File: src/design/sse_pkg.sv
// ----------------------------------------------------------------------------
// SSE deframer package
// Result kinds, framing characters and tag lookup shared by the design files.
// ----------------------------------------------------------------------------
package sse_pkg;

	// result kinds on the output channel
	localparam logic [1:0] KIND_DATA = 2'd0;
	localparam logic [1:0] KIND_END  = 2'd1;
	localparam logic [1:0] KIND_DONE = 2'd2;

	// framing characters
	localparam logic [7:0] CH_LF    = 8'h0A;
	localparam logic [7:0] CH_CR    = 8'h0D;
	localparam logic [7:0] CH_SPACE = 8'h20;

	// lengths of the "data:" line tag and the "[DONE]" sentinel
	localparam logic [2:0] TAG_LEN  = 3'd5;
	localparam logic [2:0] SENT_LEN = 3'd6;

	// one result run: held sentinel bytes first, then an optional tail result
	typedef struct packed {
		logic [2:0] flush_cnt;
		logic       tail_valid;
		logic [1:0] tail_kind;
		logic [7:0] tail_byte;
	} run_t;

	// characters of "data:"
	function automatic logic [7:0] data_tag_char(input logic [2:0] idx);
		logic [7:0] c;
		case (idx)
			3'd0: c = 8'h64;
			3'd1: c = 8'h61;
			3'd2: c = 8'h74;
			3'd3: c = 8'h61;
			3'd4: c = 8'h3A;
			default: c = 8'h00;
		endcase
		return c;
	endfunction

	// characters of "[DONE]"
	function automatic logic [7:0] done_tag_char(input logic [2:0] idx);
		logic [7:0] c;
		case (idx)
			3'd0: c = 8'h5B;
			3'd1: c = 8'h44;
			3'd2: c = 8'h4F;
			3'd3: c = 8'h4E;
			3'd4: c = 8'h45;
			3'd5: c = 8'h5D;
			default: c = 8'h00;
		endcase
		return c;
	endfunction

endpackage

File: src/design/sse_byte_if.sv
// ----------------------------------------------------------------------------
// SSE byte channel
// Valid/ready channel carrying one raw stream byte per beat.
// ----------------------------------------------------------------------------
interface sse_byte_if;
	logic       valid;
	logic       ready;
	logic [7:0] in_byte;

	modport source (output valid, output in_byte, input ready);
	modport sink (input valid, input in_byte, output ready);
endinterface

File: src/design/sse_result_if.sv
// ----------------------------------------------------------------------------
// SSE result channel
// Valid/ready channel carrying one deframer result per beat.
// ----------------------------------------------------------------------------
interface sse_result_if;
	logic       valid;
	logic       ready;
	logic [1:0] out_kind;
	logic [7:0] out_byte;
	logic       last_of_run;

	modport source (output valid, output out_kind, output out_byte, output last_of_run,
		input ready);
	modport sink (input valid, input out_kind, input out_byte, input last_of_run,
		output ready);
endinterface

File: src/design/sse_data_event_deframer.sv
// ----------------------------------------------------------------------------
// SSE data event deframer
// Splits a raw server-sent-events byte stream into events and streams out
// the joined data payload of each event that has data, followed by an end marker or a done
// result when the payload is exactly the "[DONE]" sentinel.
//
//   channel  dir  beat payload
//   in_ch    in   in_byte (raw stream byte)
//   out_ch   out  out_kind, out_byte, last_of_run (one result)
//
// An accepted byte is registered in the input stage, then decoded into a run
// of up to seven results held in the run register once that register is
// free; the run register offers its results on out_ch. Bytes are taken one
// per cycle as long as each yields at most one result and the output does
// not stall; a byte yielding more results holds input off while the run
// register drains one result per output beat.
// Reset clears all parse state and drops any unfinished event.
// ----------------------------------------------------------------------------
module sse_data_event_deframer (
	input  logic         clk,
	input  logic         arst_n,
	sse_byte_if.sink     in_ch,
	sse_result_if.source out_ch
);
	import sse_pkg::*;

	typedef enum logic [2:0] {
		TRK_NONE,
		TRK_LF,
		TRK_CR,
		TRK_CRLF,
		TRK_CRLFCR
	} trk_t;

	typedef enum logic [1:0] {
		CLS_UNDECIDED,
		CLS_DATA,
		CLS_SKIP
	} cls_t;

	// input stage
	logic       valid_s1;
	logic [7:0] byte_s1;

	// parse state
	trk_t       trk_q;
	logic [2:0] pos_q;
	cls_t       cls_q;
	logic       strip_q;
	logic       has_data_q;
	logic [2:0] match_q;
	logic       poss_q;

	// run register
	run_t       run_q;
	logic       run_valid_q;
	logic [2:0] idx_q;

	// next-state and run decode
	trk_t       nxt_trk;
	logic [2:0] nxt_pos;
	cls_t       nxt_cls;
	logic       nxt_strip;
	logic       nxt_has_data;
	logic [2:0] nxt_match;
	logic       nxt_poss;
	run_t       nxt_run;
	logic       pl_valid;
	logic [7:0] pl_char;

	logic at_tail;
	logic run_done;
	logic run_free;
	logic fire;

	// output side: held sentinel bytes, then the tail result
	assign at_tail            = (idx_q == run_q.flush_cnt);
	assign out_ch.valid       = run_valid_q;
	assign out_ch.out_kind    = at_tail ? run_q.tail_kind : KIND_DATA;
	assign out_ch.out_byte    = at_tail ? run_q.tail_byte : done_tag_char(idx_q);
	assign out_ch.last_of_run = at_tail ||
		(!run_q.tail_valid && ((idx_q + 3'd1) == run_q.flush_cnt));

	// handshake between the input stage and the run register
	assign run_done    = run_valid_q && out_ch.ready && out_ch.last_of_run;
	assign run_free    = !run_valid_q || run_done;
	assign fire        = valid_s1 && run_free;
	assign in_ch.ready = !valid_s1 || run_free;

	// per-byte parse step
	always_comb begin
		nxt_trk      = trk_q;
		nxt_pos      = pos_q;
		nxt_cls      = cls_q;
		nxt_strip    = strip_q;
		nxt_has_data = has_data_q;
		nxt_match    = match_q;
		nxt_poss     = poss_q;
		nxt_run      = '0;
		pl_valid     = 1'b0;
		pl_char      = byte_s1;

		if (byte_s1 == CH_LF) begin
			if (trk_q == TRK_LF || trk_q == TRK_CRLF || trk_q == TRK_CRLFCR) begin
				// event boundary
				if (has_data_q) begin
					nxt_run.tail_valid = 1'b1;
					if (poss_q && match_q == SENT_LEN) begin
						nxt_run.tail_kind = KIND_DONE;
					end else begin
						nxt_run.tail_kind = KIND_END;
						if (poss_q) begin
							nxt_run.flush_cnt = match_q;
						end
					end
				end
				nxt_trk      = TRK_NONE;
				nxt_pos      = '0;
				nxt_cls      = CLS_UNDECIDED;
				nxt_strip    = 1'b0;
				nxt_has_data = 1'b0;
				nxt_match    = '0;
				nxt_poss     = 1'b1;
			end else if (trk_q == TRK_CR) begin
				nxt_trk = TRK_CRLF;
			end else begin
				nxt_trk   = TRK_LF;
				nxt_pos   = '0;
				nxt_cls   = CLS_UNDECIDED;
				nxt_strip = 1'b0;
			end
		end else if (byte_s1 == CH_CR) begin
			nxt_trk   = (trk_q == TRK_CRLF) ? TRK_CRLFCR : TRK_CR;
			nxt_pos   = '0;
			nxt_cls   = CLS_UNDECIDED;
			nxt_strip = 1'b0;
		end else begin
			// ordinary line content
			nxt_trk = TRK_NONE;
			case (cls_q)
				CLS_UNDECIDED: begin
					if (pos_q < TAG_LEN && byte_s1 == data_tag_char(pos_q)) begin
						nxt_pos = pos_q + 3'd1;
						if (nxt_pos == TAG_LEN) begin
							nxt_cls      = CLS_DATA;
							nxt_strip    = 1'b1;
							nxt_has_data = 1'b1;
							// joining LF between data lines
							pl_valid     = has_data_q;
							pl_char      = CH_LF;
						end
					end else begin
						nxt_cls = CLS_SKIP;
					end
				end
				CLS_DATA: begin
					nxt_strip = 1'b0;
					pl_valid  = !(strip_q && byte_s1 == CH_SPACE);
				end
				default: begin
				end
			endcase
		end

		// sentinel holder on payload bytes
		if (pl_valid) begin
			if (poss_q && match_q < SENT_LEN && pl_char == done_tag_char(match_q)) begin
				nxt_match = match_q + 3'd1;
			end else begin
				nxt_run.tail_valid = 1'b1;
				nxt_run.tail_kind  = KIND_DATA;
				nxt_run.tail_byte  = pl_char;
				if (poss_q) begin
					nxt_run.flush_cnt = match_q;
					nxt_match         = '0;
					nxt_poss          = 1'b0;
				end
			end
		end
	end

	// input stage and parse state
	always_ff @(posedge clk or negedge arst_n) begin
		if (!arst_n) begin
			valid_s1   <= 1'b0;
			trk_q      <= TRK_NONE;
			pos_q      <= '0;
			cls_q      <= CLS_UNDECIDED;
			strip_q    <= 1'b0;
			has_data_q <= 1'b0;
			match_q    <= '0;
			poss_q     <= 1'b1;
		end else begin
			if (in_ch.ready) begin
				valid_s1 <= in_ch.valid;
			end
			if (fire) begin
				trk_q      <= nxt_trk;
				pos_q      <= nxt_pos;
				cls_q      <= nxt_cls;
				strip_q    <= nxt_strip;
				has_data_q <= nxt_has_data;
				match_q    <= nxt_match;
				poss_q     <= nxt_poss;
			end
		end
	end

	// run register control
	always_ff @(posedge clk or negedge arst_n) begin
		if (!arst_n) begin
			run_valid_q <= 1'b0;
			idx_q       <= '0;
		end else begin
			if (fire) begin
				run_valid_q <= nxt_run.tail_valid || (nxt_run.flush_cnt != 3'd0);
				idx_q       <= '0;
			end else if (run_valid_q && out_ch.ready) begin
				if (out_ch.last_of_run) begin
					run_valid_q <= 1'b0;
				end else begin
					idx_q <= idx_q + 3'd1;
				end
			end
		end
	end

	// payload registers
	always_ff @(posedge clk) begin
		if (in_ch.valid && in_ch.ready) begin
			byte_s1 <= in_ch.in_byte;
		end
		if (fire) begin
			run_q <= nxt_run;
		end
	end

endmodule

File: src/flat_wrapper.sv
// flat-port wrapper written by rule: the top's interface ports become plain ports
module sse_data_event_deframer_flat import sse_pkg::*;
  (clk, arst_n, in_ch_valid, in_ch_in_byte, in_ch_ready, out_ch_valid, out_ch_out_kind, out_ch_out_byte, out_ch_last_of_run, out_ch_ready);
  sse_byte_if in_ch_i ();
  sse_result_if out_ch_i ();
  input  logic clk;
  input  logic arst_n;
  input wire logic [$bits(in_ch_i.valid)-1:0] in_ch_valid;
  input wire logic [$bits(in_ch_i.in_byte)-1:0] in_ch_in_byte;
  output wire logic [$bits(in_ch_i.ready)-1:0] in_ch_ready;
  output wire logic [$bits(out_ch_i.valid)-1:0] out_ch_valid;
  output wire logic [$bits(out_ch_i.out_kind)-1:0] out_ch_out_kind;
  output wire logic [$bits(out_ch_i.out_byte)-1:0] out_ch_out_byte;
  output wire logic [$bits(out_ch_i.last_of_run)-1:0] out_ch_last_of_run;
  input wire logic [$bits(out_ch_i.ready)-1:0] out_ch_ready;
  assign in_ch_i.valid = in_ch_valid;
  assign in_ch_i.in_byte = in_ch_in_byte;
  assign in_ch_ready = in_ch_i.ready;
  assign out_ch_valid = out_ch_i.valid;
  assign out_ch_out_kind = out_ch_i.out_kind;
  assign out_ch_out_byte = out_ch_i.out_byte;
  assign out_ch_last_of_run = out_ch_i.last_of_run;
  assign out_ch_i.ready = out_ch_ready;
  sse_data_event_deframer u_core (.clk(clk), .arst_n(arst_n), .in_ch(in_ch_i), .out_ch(out_ch_i));
endmodule
File: config.mk
export PLATFORM = sky130hd
export DESIGN_NAME = sse_data_event_deframer_flat
export DESIGN_NICKNAME = d
export VERILOG_FILES = /design/src/design/sse_pkg.sv /design/src/design/sse_byte_if.sv /design/src/design/sse_result_if.sv /design/src/design/sse_data_event_deframer.sv /design/src/flat_wrapper.sv
export SDC_FILE = /design/constraint.sdc
export NUM_CORES = 1
export LEC_CHECK = 0
export BUFFER_PORTS_ARGS = -buffer_cell sky130_fd_sc_hd__buf_4
export CAP_MARGIN = 20
export CORE_MARGIN = 8
export CORE_UTILIZATION = 35
export DETAILED_ROUTE_END_ITERATION = 16
export PLACE_DENSITY = 0.56
export SYNTH_ARGS = -nofsm -noshare
export SYNTH_HDL_FRONTEND = slang
export SYNTH_SLANG_ARGS = --single-unit
File: constraint.sdc
create_clock -name clk -period 5.1 [get_ports clk]
set_clock_uncertainty 0.05 [all_clocks]
set_input_delay 0.51 -clock clk [delete_from_list [all_inputs] [get_ports clk]]
set_output_delay 0.51 -clock clk [all_outputs]
set_load 0.01 [all_outputs]
==> reports/metrics.cfg, run 1 <==
[pwr]
switching_share=0.2712
power_density_mw_per_mm2=227.5
internal_power_w=0.0005210
power.switching_w=0.0001938
p_leak_nw=1.252
power.share.combinational=0.136
p_clk_frac=0.314
vdd_drop_max_uv=93.24
fin_total_pwr_w=0.0007149
pwr-share-seq=0.550

[sta]
setup_tns_ns=0
rsz0062_at_grt=no
timing.fmax_mhz=273.2
slew_headroom=0.4441
finalSetupViolations=0
finalCritPeriodShare=0.7178
final-hold-violation-count=0
worst_pin_slew_ns=0.8338
min_period_ns=3.661
timing_max_transition_violations_final=0

[clock_network]
cts_root_buf=clkbuf_8
clk_latency_ns=0.30
cts_resized=0
clk_transition_reported_paths_ns=0.08
cts_buffers=5
cts.sinks=41
ctsHtreeMaxLevel=2
clockBufferDepth=2
cts_hold_buf=0
cts_tree=yes
post_cts_buffers=0

[detailed_routing]
drtPass1Iterations=4
ant_nets=0
drc_errors=0
num_vias=2291
routed_via_density=5.416
wirelength_um=6613
drtIter0Drc=144
wl_per_cell_um=15.63

[floorplanning]
core_region_area_mm2=0.007767
io_pins=25
die_y_um=105.5
die_area_mm2=0.01114
die_width_um=105.5
initial_utilization=0.3613
num_rows=32

[finish]
final_cells=423
final_nets=348
fin_util=0.4046
nFillCells=784
drive_gt1_frac=0.1371
areaGrowthSynthToFinish_pct=11.99
seq_area_mm2=0.001137
multi_input_area_mm2=0.001535
diodes=0

[flow_run]
maxCapViolCount=0

[logic_synthesis]
ys_async_sr_fraction=0.4634
synth_area_mm2=0.002806
yosysTopAreaCell=edfxtp_1
synthTopCellsByCount=nor2_1, edfxtp_1, nand2_1, a21oi_1, inv_1
synth_top_area_share=0.2354
synth.area.top_cells=edfxtp_1, dfrtp_1, ha_1, a21oi_1, nor2_1
syn_avg_cell_area_um2=9.293
synth_warnings=0
synth_edf_count=22
ys_seq_area_frac=0.4053
ys_types=64
synthesis.nets=330
synth_most_common_cell=nor2_1
synth-main-ff-cell=edfxtp_1
syn_inst=302
ys_ff_latch=41

[placed_design]
numPortBuffers=24
gp_congestion=0.8043
hpwl_um=4973
dp_cells=415

[critical_path]
required_ns=5.14
reg2reg_from=u_core.pos_q[2]
reg2reg_slack_ns=1.44
rr_endpoint=u_core.run_q[6]
critPathMaxFanout=12
setup.worst_path.start=u_core.pos_q[2]
endpoint_kind=register
worst_ep_arrival_time_ns=3.70
start_kind=register
crit_type=reg2reg
r2r_cells=9

[global_routing]
grt_pass1_wl_um=11230
grt_max_degree=21
grt.total_usage=0.1229
grt.overflow.total=0
antenna_found_initial=0
grt_pass1_vias=2223

[run_status]
status=completed

[worst_hold_path]
hold_path_class=in2async

cell type report:
class	count	share of cell area
clock buffer	6	0.02627
sequential	41	0.3619
clock inverter	2	0.002787
timing repair buffer	24	0.05732
tap	102	0.04061
inverter	19	0.02269
multi-input combinational	229	0.4885
sequential cells by signal (all words and copies together), names as in the netlist:
signal / count
u_core.byte_s1: 8
u_core.trk_q: 3
u_core.idx_q: 3
u_core.pos_q: 3
u_core.run_q: 14
u_core.has_data_q: 1
u_core.cls_q: 2
u_core.out_ch.valid: 1
u_core.valid_s1: 1
u_core.strip_q: 1
u_core.match_q: 3
u_core.poss_q: 1
how the worst max path moves through the flow:
stage                              endpoint  slack (ns)
after floorplan           u_core.match_q[0]        2.15
after detailed placement    u_core.run_q[6]        1.54
final                       u_core.run_q[6]        1.44
after CTS                   u_core.run_q[6]        1.49
after global routing        u_core.run_q[6]        1.15
after global placement      u_core.run_q[6]        1.56
logic make-up (layout without fill, tap and decap cells):
kind of cell             after synthesis  in the layout  synth area share
flip-flops                            41             41            0.4053
adder cells (fa/ha/maj)               16             16           0.07133
AND/OR/NAND/NOR                      122            122            0.2350
buffers and inverters                 32             51           0.04770
XOR/XNOR                               8              8           0.02497
AO/OA/AOI/OAI                         81             81            0.2082
multiplexers                           2              2          0.007579
worst max-delay path, stage by stage, from the launching register on:
cell and delay, ns:
dfrtp_1 0.53, inv_1 0.13, ha_1 0.23, or4_1 0.52
a21oi_1 0.19, o32ai_1 0.14, nor3_2 0.67, or2_0 0.48
a21oi_4 0.17, nor4b_1 0.33
stage by stage:
stage               hold slack, ns  cell area [um^2]  setup WS [ns]
floorplan                   0.1644              2806          2.152
global placement            0.3669              3052          1.565
finish                     0.03433              3143          1.439
global route               0.05009              3143          1.146
CTS                        0.04112              3143          1.494
detailed placement          0.3712              3052          1.535
power by group through the flow:
stage	clock network, W	registers (W)	logic [W]
after detailed placement	0	0.000401	0.0000988
after floorplan	0	0.000387	0.0000683
final	0.000224	0.000393	0.0000976
after CTS	0.000232	0.000393	0.0000994
after global placement	0	0.000400	0.0000978
after global routing	0.000246	0.000396	0.000111
cells in the final DEF, fill, tap and decap left out, types with 5 or more instances in the layout:
master    Yosys  layout
nor2b_1       8       8
edfxtp_1     22      22
ha_1         16      16
and2_1       10      10
nand4_1       5       5
nand2_1      21      21
buf_4         2      24
nand2b_1      7       7
nor2_1       25      25
xnor2_1       7       7
o21ai_0      16      16
clkbuf_8      0       6
nor4_1        7       7
nand3_1      15      15
inv_1        19      19
dfrtp_1      18      18
a21oi_1      19      19
per-layer routing:
layer | share of wire | GRT usage | vias to the layer above | wire length (um)
li1 | - | - | 1144 | -
met1 | 0.47 | 0.1605 | 1108 | 3111
met2 | 0.47 | 0.2005 | 33 | 3139
met3 | 0.043 | 0.02680 | 6 | 287
met4 | 0.011 | 0.03317 | 0 | 76
met5 | 0 | 0 | - | 0
No activity file was read; power rests on OpenSTA's default activity.
==> run 2: changes to the inputs <==
- PLACE_DENSITY: 0.56 -> 0.57
- clock period: 5.1 -> 3.2 ns (I/O delays scaled with it)
==> run 2 against run 1 <==
  * Fmax increased by 19%
  * Critical path depth stayed put
  * Die area is the same
  * Sequential power grew 59%
  * Clock-buffer cell count unchanged
  * Critical path type unchanged
  * Largest cell class unchanged
  * Highest routed layer unchanged
==> reports/metrics.cfg, run 2 (same netlist as run 1, synthesis figures left out) <==
[placed_design]
hpwl_um=4943
post_dp_cell_area_mm2=0.003119
numPortBuffers=24
gp_congestion=0.8442
dp_cells=424

[detailed_routing]
wl_per_cell_um=15.34
drtIter0Drc=106
routed_via_density=5.343
ant_nets=0
drtPass1Iterations=4
wirelength_um=6656
num_vias=2319
drc_errors=0

[clock_network]
cts_tree=yes
clk_latency_ns=0.30
cts_buffers=5
clk_transition_reported_paths_ns=0.08
ctsHtreeMaxLevel=2
cts.sinks=41
clockBufferDepth=2
cts_root_buf=clkbuf_8
post_cts_buffers=0

[finish]
final_nets=359
layout_common_cells=buf_4, nor2_1, edfxtp_1
drive_gt1_frac=0.1747
final_common_cell=buf_4
fin_util=0.4172
final_area_mm2=0.003241
reg.largest.list=u_core.run_q (14), u_core.byte_s1 (8)
largest-register=u_core.run_q
areaGrowthSynthToFinish_pct=15.47
diodes=0
final_cells=434
largest_reg_flops=14

[pwr]
internal_power_w=0.0008154
pwr-share-seq=0.556
p_leak_nw=1.305
switching_share=0.2745
power_density_mw_per_mm2=346.8
vdd_drop_max_uv=113.3
power.switching_w=0.0003084
power.share.combinational=0.145
p_clk_frac=0.299

[critical_path]
setup.worst_path.start=u_core.pos_q[0]
critPathMaxFanout=7
reg2reg_slack_ns=0.12
reg2reg_from=u_core.pos_q[0]
start_kind=register
worst_ep_arrival_time_ns=3.12
r2r_cells=9
crit_type=reg2reg
rr_endpoint=u_core.run_q[6]
required_ns=3.24
endpoint_kind=register

[floorplanning]
num_rows=32
die_y_um=105.5
initial_utilization=0.3613
die_area_mm2=0.01114
core_region_area_mm2=0.007767
io_pins=25
die_width_um=105.5

[sta]
worst_hold_slack_ns=0.1415
slew_headroom=0.6371
timing_max_transition_violations_final=0
finalSetupViolations=0
worst_pin_slew_ns=0.5394
timing.fmax_mhz=324.4
min_period_ns=3.083
final-hold-violation-count=0
finalCritPeriodShare=0.9635

[global_routing]
grt_pass1_wl_um=10870
grt.overflow.total=0
grt.total_usage=0.1197
grt_pass1_vias=2203
grt_max_degree=20
antenna_found_initial=0

[worst_hold_path]
whs_path_depth=1
hold_path_class=in2reg
min_to=u_core.byte_s1[4]
min_from=in_ch_in_byte[4]

[flow_run]
maxCapViolCount=0

[run_status]
status=completed

run 2: routing by layer:
| metal | up-vias | global-route usage | share of wire |
|---|---|---|---|
| met5 | - | 0 | 0 |
| met3 | 10 | 0.03410 | 0.045 |
| met2 | 34 | 0.2005 | 0.47 |
| met4 | 0 | 0.04523 | 0.015 |
| li1 | 1171 | - | - |
| met1 | 1104 | 0.1423 | 0.47 |
run 2: repair_timing:
action | in CTS | in global routing
hold buffers | 1 | 0
gates resized for setup | 0 | 5
setup endpoints to repair | 0 | 10
endpoints found under the hold margin | 18 | 0
run 2: worst max-delay path by stage:
stage               slack (ns)  depth (start not counted)           endpoint
finish                    0.12                          9    u_core.run_q[6]
global route             -0.05                          9    u_core.run_q[6]
CTS                       0.06                          9   u_core.run_q[10]
detailed placement        0.08                          9   u_core.run_q[10]
global placement          0.18                         10   u_core.run_q[13]
floorplan                 0.25                         10  u_core.match_q[0]
run 2: per-stage QoR:
step / worst slack (ns) / power [W] / setup TNS [ns]
after floorplan: 0.2520 / 0.0007256 / 0
after global placement: 0.1844 / 0.0007981 / 0
after detailed placement: 0.08224 / 0.0007980 / 0
after CTS: 0.06378 / 0.001137 / 0
after global routing: -0.04624 / 0.001179 / -0.2440
final: 0.1170 / 0.001124 / 0
run 2: power by group through the flow:
stage / clock (W) / sequential (W) / combinational (W)
floorplan: 0 / 0.000617 / 0.000109
global placement: 0 / 0.000638 / 0.000160
detailed placement: 0 / 0.000637 / 0.000161
CTS: 0.000349 / 0.000626 / 0.000163
global route: 0.000366 / 0.000630 / 0.000183
finish: 0.000336 / 0.000625 / 0.000163
run 2: cell type report:
cell class | instances | area (um^2)
clock buffer | 6 | 72.57
clock inverter | 2 | 10.01
fill | 782 | 4527
inverter | 19 | 71.32
multi-input combinational | 230 | 1564
sequential | 41 | 1137
tap | 102 | 127.6
timing repair buffer | 34 | 257.7
run 2: worst max-delay path, cell delays in order, from the launching register on:
cell,delay [ns]
dfrtp_1,0.43
ha_1,0.22
ha_1,0.22
or4_1,0.52
a21oi_1,0.24
o32ai_2,0.14
nor3_2,0.28
a2111o_1,0.36
a21oi_4,0.08
nor4b_1,0.31
